==> src/rtl/core/assert_macros.svh <==
// ----------------------------------------------------------------------------
// assert_macros.svh
// Assertion macros shared by the relocator RTL.
// ----------------------------------------------------------------------------
`ifndef ASSERT_MACROS_SVH
`define ASSERT_MACROS_SVH

`ifndef ASSERT_OFF
// Clocked assertion, disabled while reset is asserted
`define ACR_ASSERT(lbl, clk, rstn, prop, msg) \
    lbl: assert property (@(posedge clk) disable iff (!rstn) prop) else $error(msg);
// Clocked assertion, checked in reset as well
`define ACR_ASSERT_NR(lbl, clk, prop, msg) \
    lbl: assert property (@(posedge clk) prop) else $error(msg);
`else
`define ACR_ASSERT(lbl, clk, rstn, prop, msg)
`define ACR_ASSERT_NR(lbl, clk, prop, msg)
`endif

`endif

==> src/rtl/core/acr_pkg.sv <==
// ----------------------------------------------------------------------------
// acr_pkg
// Types, constants and the opcode match table of the code relocator.
// ----------------------------------------------------------------------------
package acr_pkg;

    localparam int unsigned TableLen    = 16;
    localparam int unsigned AddrWidth   = 64;
    localparam int unsigned CfgIdxWidth = 3;

    // match table entries of interest
    localparam logic [4:0] NO_MATCH    = 5'd16;
    localparam logic [4:0] ENTRY_ADRP  = 5'd3;
    localparam logic [4:0] ENTRY_BL    = 5'd7;
    localparam logic [4:0] ENTRY_B     = 5'd9;
    localparam logic [4:0] ENTRY_BCOND = 5'd10;

    localparam logic [63:0] PAGE_MASK = ~64'hFFF;

    localparam logic [31:0] MATCH_MASK [TableLen] = '{
        32'hFFC00000, 32'hFFC00000, 32'hFFC00000, 32'h9F000000,
        32'h7F000000, 32'hFFF00000, 32'hFFF00000, 32'hFC000000,
        32'hFFFFFC1F, 32'hFC000000, 32'hFF000010, 32'hFFC00000,
        32'hFFF00000, 32'hFF800000, 32'hFF00001F, 32'hFFE00000
    };
    localparam logic [31:0] MATCH_VALUE [TableLen] = '{
        32'hA9800000, 32'h52800000, 32'hD2800000, 32'h90000000,
        32'h11000000, 32'hF9400000, 32'hF9000000, 32'h94000000,
        32'hEB00001F, 32'h14000000, 32'h54000000, 32'hB9000000,
        32'hB9400000, 32'h72800000, 32'h6B00001F, 32'hAA000000
    };

    // configuration register indexes
    typedef enum logic [CfgIdxWidth-1:0] {
        REG_SRC_CODE_BASE  = 3'd0,
        REG_DST_CODE_BASE  = 3'd1,
        REG_CODE_BYTES     = 3'd2,
        REG_SRC_DATA_START = 3'd3,
        REG_DST_DATA_START = 3'd4,
        REG_DATA_BYTES     = 3'd5
    } cfg_reg_t;

    typedef struct packed {
        logic [63:0] src_code_base;
        logic [63:0] dst_code_base;
        logic [31:0] code_bytes;
        logic [63:0] src_data_start;
        logic [63:0] dst_data_start;
        logic [31:0] data_bytes;
    } cfg_t;

    // stage 1: decoded word with source and destination pc
    typedef struct packed {
        logic [31:0] word;
        logic [4:0]  hit;
        logic [63:0] pc;
        logic [63:0] dpc;
    } s1_t;

    // stage 2: branch or page target
    typedef struct packed {
        logic [31:0] word;
        logic [4:0]  hit;
        logic [63:0] target;
        logic [63:0] dpc;
    } s2_t;

    // stage 3: region offset, branch distance, data move offset
    typedef struct packed {
        logic [31:0] word;
        logic [4:0]  hit;
        logic [63:0] off;
        logic [63:0] diff;
        logic [63:0] kofs;
    } s3_t;

    // first matching table entry, NO_MATCH if none
    function automatic logic [4:0] match_entry(input logic [31:0] w);
        logic [4:0] hit;
        hit = NO_MATCH;
        for (int i = TableLen - 1; i >= 0; i--) begin
            if ((w & MATCH_MASK[i]) == MATCH_VALUE[i]) begin
                hit = 5'(i);
            end
        end
        return hit;
    endfunction

endpackage

==> src/rtl/core/acr_in_if.sv <==
// ----------------------------------------------------------------------------
// acr_in_if
// Input channel: instruction word and its index in the code image.
// ----------------------------------------------------------------------------
interface acr_in_if;
    logic        valid;
    logic        ready;
    logic [31:0] instr_word;
    logic [29:0] word_index;

    modport source (output valid, output instr_word, output word_index, input ready);
    modport sink   (input valid, input instr_word, input word_index, output ready);
endinterface

==> src/rtl/core/acr_out_if.sv <==
// ----------------------------------------------------------------------------
// acr_out_if
// Output channel: relocated word, table hit and branch range flag.
// ----------------------------------------------------------------------------
interface acr_out_if;
    logic        valid;
    logic        ready;
    logic [31:0] new_word;
    logic [4:0]  match_index;
    logic        branch_out_of_range;

    modport source (output valid, output new_word, output match_index,
                    output branch_out_of_range, input ready);
    modport sink   (input valid, input new_word, input match_index,
                    input branch_out_of_range, output ready);
endinterface

==> src/rtl/core/acr_cfg.sv <==
// ----------------------------------------------------------------------------
// acr_cfg
// Configuration register file, written by index.
// ----------------------------------------------------------------------------
module acr_cfg (
    input  logic                                clk,
    input  logic                                rst_n,
    input  logic                                cfg_we,
    input  logic [acr_pkg::CfgIdxWidth-1:0]     cfg_index,
    input  logic [acr_pkg::AddrWidth-1:0]       cfg_wdata,
    output acr_pkg::cfg_t                       cfg
);
    import acr_pkg::*;

    cfg_t cfg_reg;
    cfg_t cfg_next;

    // decode the write; unknown indexes are dropped
    always_comb
    begin
        cfg_next = cfg_reg;
        if (cfg_we)
        begin
            unique case (cfg_reg_t'(cfg_index))
                REG_SRC_CODE_BASE:  cfg_next.src_code_base  = cfg_wdata;
                REG_DST_CODE_BASE:  cfg_next.dst_code_base  = cfg_wdata;
                REG_CODE_BYTES:     cfg_next.code_bytes     = cfg_wdata[31:0];
                REG_SRC_DATA_START: cfg_next.src_data_start = cfg_wdata;
                REG_DST_DATA_START: cfg_next.dst_data_start = cfg_wdata;
                REG_DATA_BYTES:     cfg_next.data_bytes     = cfg_wdata[31:0];
                default:            cfg_next = cfg_reg;
            endcase
        end
    end

    always_ff @(posedge clk or negedge rst_n)
    begin
        if (!rst_n)
        begin
            cfg_reg <= '0;
        end
        else
        begin
            cfg_reg <= cfg_next;
        end
    end

    assign cfg = cfg_reg;

endmodule

==> src/rtl/core/acr_front.sv <==
// ----------------------------------------------------------------------------
// acr_front
// Stages 1 and 2: opcode match and pc sums, then target address.
// ----------------------------------------------------------------------------
module acr_front (
    input  logic          clk,
    input  logic          rst_n,
    input  logic          en,
    input  logic          in_valid,
    input  logic [31:0]   instr_word,
    input  logic [29:0]   word_index,
    input  acr_pkg::cfg_t cfg,
    output logic          s2_valid,
    output acr_pkg::s2_t  s2
);
    import acr_pkg::*;

    logic s1_valid_reg;
    s1_t  s1_reg;
    s1_t  s1_next;
    logic s2_valid_reg;
    s2_t  s2_reg;
    s2_t  s2_next;

    logic [63:0] byte_off;
    logic [63:0] base;
    logic [63:0] disp;

    // match the word, form source and destination pc
    always_comb
    begin
        byte_off     = {32'd0, word_index, 2'b00};
        s1_next.word = instr_word;
        s1_next.hit  = match_entry(instr_word);
        s1_next.pc   = cfg.src_code_base + byte_off;
        s1_next.dpc  = cfg.dst_code_base + byte_off;
    end

    // add the scaled immediate of the matched form
    always_comb
    begin
        base = s1_reg.pc;
        disp = '0;
        priority if (s1_reg.hit == ENTRY_B || s1_reg.hit == ENTRY_BL)
        begin
            disp = {{36{s1_reg.word[25]}}, s1_reg.word[25:0], 2'b00};
        end
        else if (s1_reg.hit == ENTRY_BCOND)
        begin
            disp = {{43{s1_reg.word[23]}}, s1_reg.word[23:5], 2'b00};
        end
        else if (s1_reg.hit == ENTRY_ADRP)
        begin
            base = s1_reg.pc & PAGE_MASK;
            disp = {{31{s1_reg.word[23]}}, s1_reg.word[23:5], s1_reg.word[30:29], 12'd0};
        end
        else
        begin
            disp = '0;
        end
        s2_next.word   = s1_reg.word;
        s2_next.hit    = s1_reg.hit;
        s2_next.target = base + disp;
        s2_next.dpc    = s1_reg.dpc;
    end

    // advance valid bits
    always_ff @(posedge clk or negedge rst_n)
    begin
        if (!rst_n)
        begin
            s1_valid_reg <= 1'b0;
            s2_valid_reg <= 1'b0;
        end
        else if (en)
        begin
            s1_valid_reg <= in_valid;
            s2_valid_reg <= s1_valid_reg;
        end
    end

    // advance payload, hold on stall
    always_ff @(posedge clk)
    begin
        if (en)
        begin
            s1_reg <= s1_next;
            s2_reg <= s2_next;
        end
    end

    assign s2_valid = s2_valid_reg;
    assign s2       = s2_reg;

`include "assert_macros.svh"

    `ACR_ASSERT(a_s1_hold, clk, rst_n, !en |=> $stable(s1_valid_reg), "stage 1 valid moved in a stall")

endmodule

==> src/rtl/core/acr_back.sv <==
// ----------------------------------------------------------------------------
// acr_back
// Stages 3 and 4: region offsets and distances, then word re-encoding.
// ----------------------------------------------------------------------------
module acr_back (
    input  logic          clk,
    input  logic          rst_n,
    input  logic          en,
    input  logic          s2_valid,
    input  acr_pkg::s2_t  s2,
    input  acr_pkg::cfg_t cfg,
    output logic          out_valid,
    output logic [31:0]   new_word,
    output logic [4:0]    match_index,
    output logic          branch_out_of_range
);
    import acr_pkg::*;

    logic        s3_valid_reg;
    s3_t         s3_reg;
    s3_t         s3_next;
    logic        out_valid_reg;
    logic [31:0] word_reg;
    logic [31:0] word_next;
    logic [4:0]  match_reg;
    logic        flag_reg;
    logic        flag_next;

    logic        is_adrp;
    logic [31:0] bytes;
    logic        in_range;
    logic        fits;
    logic [63:0] rel;

    // offset into the region, distance to the destination pc
    always_comb
    begin
        is_adrp      = (s2.hit == ENTRY_ADRP);
        s3_next.word = s2.word;
        s3_next.hit  = s2.hit;
        s3_next.off  = s2.target - (is_adrp ? cfg.src_data_start : cfg.src_code_base);
        s3_next.diff = s2.target - s2.dpc;
        s3_next.kofs = cfg.dst_data_start - (s2.dpc & PAGE_MASK);
    end

    // region test and re-encoding
    always_comb
    begin
        bytes     = (s3_reg.hit == ENTRY_ADRP) ? cfg.data_bytes : cfg.code_bytes;
        in_range  = (s3_reg.off[63:32] == 32'd0) && (s3_reg.off[31:0] < bytes);
        fits      = (&s3_reg.diff[63:27]) || !(|s3_reg.diff[63:27]);
        rel       = s3_reg.kofs + s3_reg.off;
        word_next = s3_reg.word;
        flag_next = 1'b0;
        priority if (s3_reg.hit == ENTRY_B || s3_reg.hit == ENTRY_BL)
        begin
            if (!in_range)
            begin
                word_next = {s3_reg.word[31:26], s3_reg.diff[27:2]};
                flag_next = !fits;
            end
        end
        else if (s3_reg.hit == ENTRY_BCOND)
        begin
            if (!in_range)
            begin
                word_next = {s3_reg.word[31:24], s3_reg.diff[20:2], s3_reg.word[4:0]};
            end
        end
        else if (s3_reg.hit == ENTRY_ADRP)
        begin
            if (in_range)
            begin
                word_next = {s3_reg.word[31], rel[13:12], s3_reg.word[28:24],
                             rel[32:14], s3_reg.word[4:0]};
            end
        end
        else
        begin
            word_next = s3_reg.word;
        end
    end

    // advance valid bits
    always_ff @(posedge clk or negedge rst_n)
    begin
        if (!rst_n)
        begin
            s3_valid_reg  <= 1'b0;
            out_valid_reg <= 1'b0;
        end
        else if (en)
        begin
            s3_valid_reg  <= s2_valid;
            out_valid_reg <= s3_valid_reg;
        end
    end

    // advance payload, hold on stall
    always_ff @(posedge clk)
    begin
        if (en)
        begin
            s3_reg    <= s3_next;
            word_reg  <= word_next;
            match_reg <= s3_reg.hit;
            flag_reg  <= flag_next;
        end
    end

    assign out_valid           = out_valid_reg;
    assign new_word            = word_reg;
    assign match_index         = match_reg;
    assign branch_out_of_range = flag_reg;

`include "assert_macros.svh"

    `ACR_ASSERT(a_flag_branch, clk, rst_n, out_valid_reg && flag_reg |-> (match_reg == ENTRY_B || match_reg == ENTRY_BL), "range flag on a word that is not b or bl")
    `ACR_ASSERT(a_pass_through, clk, rst_n, en && s3_valid_reg && s3_reg.hit == NO_MATCH |=> word_reg == $past(s3_reg.word), "unmatched word was altered")
    `ACR_ASSERT(a_b_opcode, clk, rst_n, out_valid_reg && match_reg == ENTRY_B |-> word_reg[31:26] == 6'b000101, "b opcode bits lost")
    `ACR_ASSERT_NR(a_match_range, clk, out_valid_reg |-> match_reg <= NO_MATCH, "match index beyond table")

endmodule

==> src/rtl/core/aarch64_code_relocator.sv <==
// ----------------------------------------------------------------------------
// aarch64_code_relocator
// Rewrites pc-relative b, bl, b.cond and adrp words of a moved code image.
//
//   channel   dir   payload                                      handshake
//   in_ch     in    instr_word[31:0], word_index[29:0]           valid/ready
//   out_ch    out   new_word[31:0], match_index[4:0], flag[0]    valid/ready
//   cfg       in    cfg_index[2:0], cfg_wdata[63:0]              cfg_we
//
// One item per cycle while the output is not stalled, through the four-stage
// pipeline (match and pc sums, target add, offsets, re-encode).
// Reset clears the pipeline valid bits and all configuration registers.
// A result held at the output freezes the whole pipeline; in_ch.ready
// is low exactly while out_ch.valid is high and out_ch.ready is low.
// ----------------------------------------------------------------------------
module aarch64_code_relocator (
    input  logic                            clk,
    input  logic                            rst_n,
    acr_in_if.sink                          in_ch,
    acr_out_if.source                       out_ch,
    input  logic                            cfg_we,
    input  logic [acr_pkg::CfgIdxWidth-1:0] cfg_index,
    input  logic [acr_pkg::AddrWidth-1:0]   cfg_wdata
);
    import acr_pkg::*;

    cfg_t cfg;
    logic en;
    logic s2_valid;
    s2_t  s2;
    logic out_valid;

    // advance the pipeline unless the output item is stalled
    assign en          = !out_valid || out_ch.ready;
    assign in_ch.ready = en;
    assign out_ch.valid = out_valid;

    acr_cfg u_cfg (
        .clk       (clk),
        .rst_n     (rst_n),
        .cfg_we    (cfg_we),
        .cfg_index (cfg_index),
        .cfg_wdata (cfg_wdata),
        .cfg       (cfg)
    );

    acr_front u_front (
        .clk        (clk),
        .rst_n      (rst_n),
        .en         (en),
        .in_valid   (in_ch.valid),
        .instr_word (in_ch.instr_word),
        .word_index (in_ch.word_index),
        .cfg        (cfg),
        .s2_valid   (s2_valid),
        .s2         (s2)
    );

    acr_back u_back (
        .clk                 (clk),
        .rst_n               (rst_n),
        .en                  (en),
        .s2_valid            (s2_valid),
        .s2                  (s2),
        .cfg                 (cfg),
        .out_valid           (out_valid),
        .new_word            (out_ch.new_word),
        .match_index         (out_ch.match_index),
        .branch_out_of_range (out_ch.branch_out_of_range)
    );

endmodule

==> src/flat_wrapper.sv <==
// flat-port wrapper written by rule: the top's interface ports become plain ports
module aarch64_code_relocator_flat import acr_pkg::*;
  (clk, rst_n, cfg_we, cfg_index, cfg_wdata, in_ch_valid, in_ch_instr_word, in_ch_word_index, in_ch_ready, out_ch_valid, out_ch_new_word, out_ch_match_index, out_ch_branch_out_of_range, out_ch_ready);
  acr_in_if in_ch_i ();
  acr_out_if out_ch_i ();
  input  logic clk;
  input  logic rst_n;
  input  logic cfg_we;
  input  logic [acr_pkg::CfgIdxWidth-1:0] cfg_index;
  input  logic [acr_pkg::AddrWidth-1:0] cfg_wdata;
  input wire logic [$bits(in_ch_i.valid)-1:0] in_ch_valid;
  input wire logic [$bits(in_ch_i.instr_word)-1:0] in_ch_instr_word;
  input wire logic [$bits(in_ch_i.word_index)-1:0] in_ch_word_index;
  output wire logic [$bits(in_ch_i.ready)-1:0] in_ch_ready;
  output wire logic [$bits(out_ch_i.valid)-1:0] out_ch_valid;
  output wire logic [$bits(out_ch_i.new_word)-1:0] out_ch_new_word;
  output wire logic [$bits(out_ch_i.match_index)-1:0] out_ch_match_index;
  output wire logic [$bits(out_ch_i.branch_out_of_range)-1:0] out_ch_branch_out_of_range;
  input wire logic [$bits(out_ch_i.ready)-1:0] out_ch_ready;
  assign in_ch_i.valid = in_ch_valid;
  assign in_ch_i.instr_word = in_ch_instr_word;
  assign in_ch_i.word_index = in_ch_word_index;
  assign in_ch_ready = in_ch_i.ready;
  assign out_ch_valid = out_ch_i.valid;
  assign out_ch_new_word = out_ch_i.new_word;
  assign out_ch_match_index = out_ch_i.match_index;
  assign out_ch_branch_out_of_range = out_ch_i.branch_out_of_range;
  assign out_ch_i.ready = out_ch_ready;
  aarch64_code_relocator u_core (.clk(clk), .rst_n(rst_n), .in_ch(in_ch_i), .out_ch(out_ch_i), .cfg_we(cfg_we), .cfg_index(cfg_index), .cfg_wdata(cfg_wdata));
endmodule
==> config.mk <==
export PLATFORM = sky130hd
export DESIGN_NAME = aarch64_code_relocator_flat
export DESIGN_NICKNAME = d
export VERILOG_FILES = /design/src/rtl/core/acr_pkg.sv /design/src/rtl/core/acr_in_if.sv /design/src/rtl/core/acr_out_if.sv /design/src/rtl/core/acr_cfg.sv /design/src/rtl/core/acr_front.sv /design/src/rtl/core/acr_back.sv /design/src/rtl/core/aarch64_code_relocator.sv /design/src/flat_wrapper.sv
export VERILOG_INCLUDE_DIRS = /design/src /design/src/rtl/core
export SDC_FILE = /design/constraint.sdc
export NUM_CORES = 2
export LEC_CHECK = 0
export CAP_MARGIN = 20
export CORE_MARGIN = 8
export CORE_UTILIZATION = 60
export DETAILED_ROUTE_END_ITERATION = 7
export DONT_BUFFER_PORTS = 1
export PLACE_DENSITY = 0.82
export SYNTH_ARGS = -nofsm -noshare
export SYNTH_HDL_FRONTEND = slang
export SYNTH_SLANG_ARGS = --single-unit
export TNS_END_PERCENT = 50
==> constraint.sdc <==
create_clock -name clk -period 32.8 [get_ports clk]
set_clock_uncertainty 0.2 [all_clocks]
set_input_delay 3.28 -clock clk [delete_from_list [all_inputs] [get_ports clk]]
set_output_delay 3.28 -clock clk [all_outputs]
set_load 0.01 [all_outputs]
; After elaboration in Yosys (flattened, before gate mapping)
; Index checks and enable logic that the tools add are counted.
[op_classes]
n_reduce_logical = 23
order_cmp = 1
n_eq_ne = 30
n_mux = 29
bitwise_logic = 1
addsub = 7
[op_table]
columns = cell, count
row1 = 2-to-1 mux 64 bit, 4
row2 = adder 64 x 32 -> 64 bit, 2
row3 = subtractor 64 bit, 2
row4 = 2-to-1 mux 31 bit, 4
row5 = adder 64 bit, 1
row6 = AND reduction 37 bit, 1
row7 = OR reduction 37 bit, 1
row8 = "== test 12 bit, second input constant", 3
row9 = 2-to-1 mux 12 bit, 3
row10 = adder 33 bit, 1
row11 = subtractor 33 bit, 1
row12 = zero test 32 bit, 1
row13 = less-than comparator 32 bit, 1
row14 = 2-to-1 mux 32 bit, 1
row15 = "== test 10 bit, second input constant", 3
row16 = 2-to-1 mux 4 bit, 7
row17 = "== test 27 bit, second input constant", 1
row18 = 2-to-1 mux 26 bit, 1
row19 = 2-to-1 mux 24 bit, 1
row20 = "== test 5 x 4 -> 1 bit, second input constant", 4
row21 = "== test 9 x 8 -> 1 bit, second input constant", 2
row22 = "== test 5 x 2 -> 1 bit, second input constant", 3
row23 = OR reduction 15 bit, 1
row24 = "== test 13 x 12 -> 1 bit, second input constant", 1
row25 = 22 further kinds, 41
[totals]
out_inout_bits = 40
in_bits = 134
ff_bits = 859

; Longest topological paths before layout
[logic_depth]
ltp_word = 16
mapped_depth = 19
ltp_nobuf = 17

; By module
; Synthesis repeated with hierarchy kept, for this count alone.
[unflattened]
cells_unflattened = 4118
hier_area_um2 = 49369.8
[modules_own_cells]
columns = mod, area_each_um2, instances, cells_per_inst, seq_area_each_um2
row1 = acr_front, 18479.0, 1, 1604, 9959.6
row2 = acr_back, 18418.9, 1, 1832, 7076.8
row3 = acr_cfg, 12465.7, 1, 681, 8007.7
row4 = aarch64_code_relocator, 6.3, 1, 1, 0.0

; Worst setup path before layout
; OpenSTA, ideal clock, no wires.
[synth_timing]
path_type = input port to output port
start = in out_ch_ready
end = out in_ch_ready
slack_ps = 12451
t_required_ps = 29320
cell_stages = 1
n_path_buf = 0
arrival_ps = 16869
path_cell_list = nand2b_1
[synth_between]
elab_chain_len = 1
[synth_rtl]
columns = element, line_no
row1 = start: declaration, flat_wrapper.sv:19  ; input wire logic [$bits(out_ch_i.ready)-1:0] out_ch_ready;
row2 = logical OR 1 bit, aarch64_code_relocator.sv:34  ; assign en = !out_valid || out_ch.ready;
row3 = end: declaration, flat_wrapper.sv:14  ; output wire logic [$bits(in_ch_i.ready)-1:0] in_ch_ready;
; No other way between the ends.

; Final worst setup path
[layout_timing]
start = in out_ch_ready
end = reg u_core.u_back.word_reg[31], in the netlist u_core.u_back.new_word[31], enable pin
[layout_between]
elab_chain_len = 1
[layout_rtl]
columns = element, line_no
row1 = logical OR 1 bit, aarch64_code_relocator.sv:34
row2 = end signal: assignment, acr_back.sv:105  ; word_reg <= word_next;
row3 = end: declaration, acr_back.sv:23  ; logic [31:0] word_reg;
; No other way between the ends.
; A chain may end at the register's enable or synchronous reset.

==> flow_summary.ini <==
[global_routing]
grt_max_degree = 294
grt.met1_usage_pct = 43.5
antenna_found_initial = 2
met2_usage_pct = 41.7
grtUsageMet3_pct = 6.31
grt_pass1_vias = 32700
busiest_layer = met1
grt_usage_pct = 28.7
grt_pass1_wl_um = 199000
gr-total-overflow = 0

[routing]
routed_wire_length_per_instance_um = 25.1
drtAntennaViolNets = 0
via_per_inst = 6.54
routed_wl_um = 133000
vias = 34600
drt-pass1-iter-count = 8
drc = 0
drt-initial-drc-count = 4210

[timing]
finalCritPeriodShare_pct = 22.9
setup_tns_ps = 0
fmax_mhz = 133
worst_pin_slew_ps = 1740
relSlewSlack_pct = -15.8
setup_viol = 0
rsz0062_at_grt = no
slew_viol_final = 125
hold_violations = 0
layout_min_cycle_time_ps = 7500

[logic_synthesis]
synthesis.area_um2 = 48300
async_reset_ff_share_pct = 34.2
synth-seq-area-share_pct = 50.3
ys.flop_type = edfxtp_1
synth_edf_count = 564
synth_cell_types = 102
postSynthRegisterBits = 857
avgSynthCellArea_um2 = 11.6
synthTopCellsByCount = 564 x edfxtp_1, 328 x ha_1, 298 x mux2_2, 293 x dfrtp_1, 277 x a21oi_1
synth_top_cell_area_share_pct = 35.1
synth_most_common_cell = edfxtp_1
syn_nets = 4634
syn_inst = 4167
ys_warn_count = 0
synth_largest_area_cell = edfxtp_1
synthTopCellsByArea = edfxtp_1 35%, dfrtp_1 15%, ha_1 8.5%

[worst_setup_path]
reg2reg_setup_slack_ps = 26650
cp.required_ps = 32890
worstPathMaxFanout = 79
critPathLaunchType = primary input
cp_data_arrival_time_ps = 7600
path_class = primary input to register
cp-end-kind = register
timing.rr.start = u_core.u_back.s3_reg[196]
r2r-end = u_core.u_back.new_word[22]
reg2reg_depth = 14

[clock_tree]
post_cts_buffers = 0
cts_sinks = 857
clock_latency_ps = 680
cts_inserted_buffers = 91
cts.path.max_buffers = 3
root_buffer = clkbuf_16
tritoncts = built
path_clk_slew_ps = 60
postCtsHoldBufs = 0
h-tree-depth = 3
cts-resized-gates = 0

[finish]
layout-drive-gt1-share_pct = 12.5
final_area_um2 = 52500
n_fill_cell = 6005
syn_to_final_growth_pct = 8.75
finalNetCount = 4622
n_antenna_cell = 0
largest_register_ff_count = 289

[power_and_ir_drop]
power.switching_w = 0.00203
p_total_w = 0.00520
seq_power_share_pct = 38.5
swShare_pct = 39.0
p_per_area_nw_per_um2 = 99.0
internal-power_w = 0.00317
power.leakage_nw = 22.1
power_frac_clock_pct = 20.5
irDropWorstVdd_mv = 0.0608
p_comb_share_pct = 41.0

[die]
coreArea_um2 = 80200
start_util_pct = 60.2
placementRows = 104
die_h_um = 300
io_pins = 174
die_w_um = 300
die-area_um2 = 89800

[place]
hpwl_um = 101000
dpl_cell_area_um2 = 49300
io_buffers = 0
place_congestion = 0.988

[run]
max_cap_viol_count = 0

[min_path]
hold_path_depth = 0
min_to = u_core.u_front.s2[5]
hp-class = register to register
hold_path_startpoint = u_core.u_front.s1_reg[5]

[run_status]
outcome = complete, but fails checks
violations = slew limit
[kinds of logic (layout without fill, tap and decap cells)]
| group | count (synthesis) | after routing | synth area share, % |
|---|---|---|---|
| mux | 399 | 399 | 9.04 |
| flops | 857 | 857 | 50.3 |
| xor+xnor | 305 | 305 | 5.53 |
| compound gates | 987 | 987 | 13.6 |
| simple gates | 987 | 987 | 10.4 |
| fa+ha+maj | 333 | 333 | 8.71 |
| buf+inv | 299 | 366 | 2.40 |
[layer usage]
metal	wire (µm)	up-vias
li1	-	15700
met1	57600	17000
met2	56100	1731
met3	15700	219
met4	3410	0
met5	0	-
[cells in the final DEF (no fill, tap or decap), types with 93 or more instances in the layout]
cell type | synthesis | layout
nor2_1 | 212 | 211
a21o_1 | 167 | 167
edfxtp_1 | 564 | 564
dfrtp_1 | 293 | 293
mux2_2 | 298 | 298
o21ai_0 | 154 | 154
ha_1 | 328 | 328
clkbuf_16 | 0 | 93
xnor2_1 | 200 | 200
xor2_1 | 105 | 105
a21oi_1 | 277 | 277
mux2i_1 | 101 | 101
nand2_1 | 234 | 234
nand4_1 | 94 | 94
inv_1 | 166 | 166
[stage by stage]
step | setup slack (ps) | util [%] | hold WS (ps) | instances
final | 25300 | 65.5 | 202 | 5294
after global routing | 24970 | 65.5 | 207 | 5294
after CTS | 25290 | 65.5 | 210 | 5292
after detailed placement | 24560 | 61.5 | 205 | 5120
after global placement | 24710 | 61.5 | 200 | 5120
after floorplan | 12450 | - | 200 | 4167
[worst max path at each step]
stage | startpoint | to | slack [ps] | depth (start not counted)
2_1_floorplan | out_ch_ready | in_ch_ready | 12450 | 1
3_3_place_gp | out_ch_ready | u_core.u_back.s3_reg[73] | 24710 | 6
3_5_place_dp | out_ch_ready | u_core.u_back.s3_reg[73] | 24560 | 6
4_1_cts | out_ch_ready | u_core.u_back.s3_reg[17] | 25290 | 6
5_1_grt | out_ch_ready | u_core.u_front.s1_reg[155] | 24970 | 6
6_report | out_ch_ready | u_core.u_back.new_word[31] | 25300 | 6
[power by group through the flow]
stage	sequential [W]	combinational [W]	clock, W
floorplan	0.00197	0.00156	0
global placement	0.00198	0.00201	0
detailed placement	0.00200	0.00206	0
CTS	0.00199	0.00208	0.00108
global route	0.00202	0.00232	0.00112
finish	0.00200	0.00213	0.00107
[worst max-delay path: stages]
cell and delay [ps]:
nand2b_4 410, buf_4 560, buf_4 730, buf_4 760, buf_4 820, buf_4 880
[cell type report]
class	instances	area, µm²	share of cell area [%]
Timing Repair Buffer	28	223	0.424
Clock inverter	47	594	1.13
Sequential cell	857	24300	46.2
Multi-Input combinational cell	3011	22900	43.6
Tap cell	1060	1330	2.53
Inverter	166	623	1.19
Clock buffer	125	2560	4.87
Power figures use the tool's default switching activity.
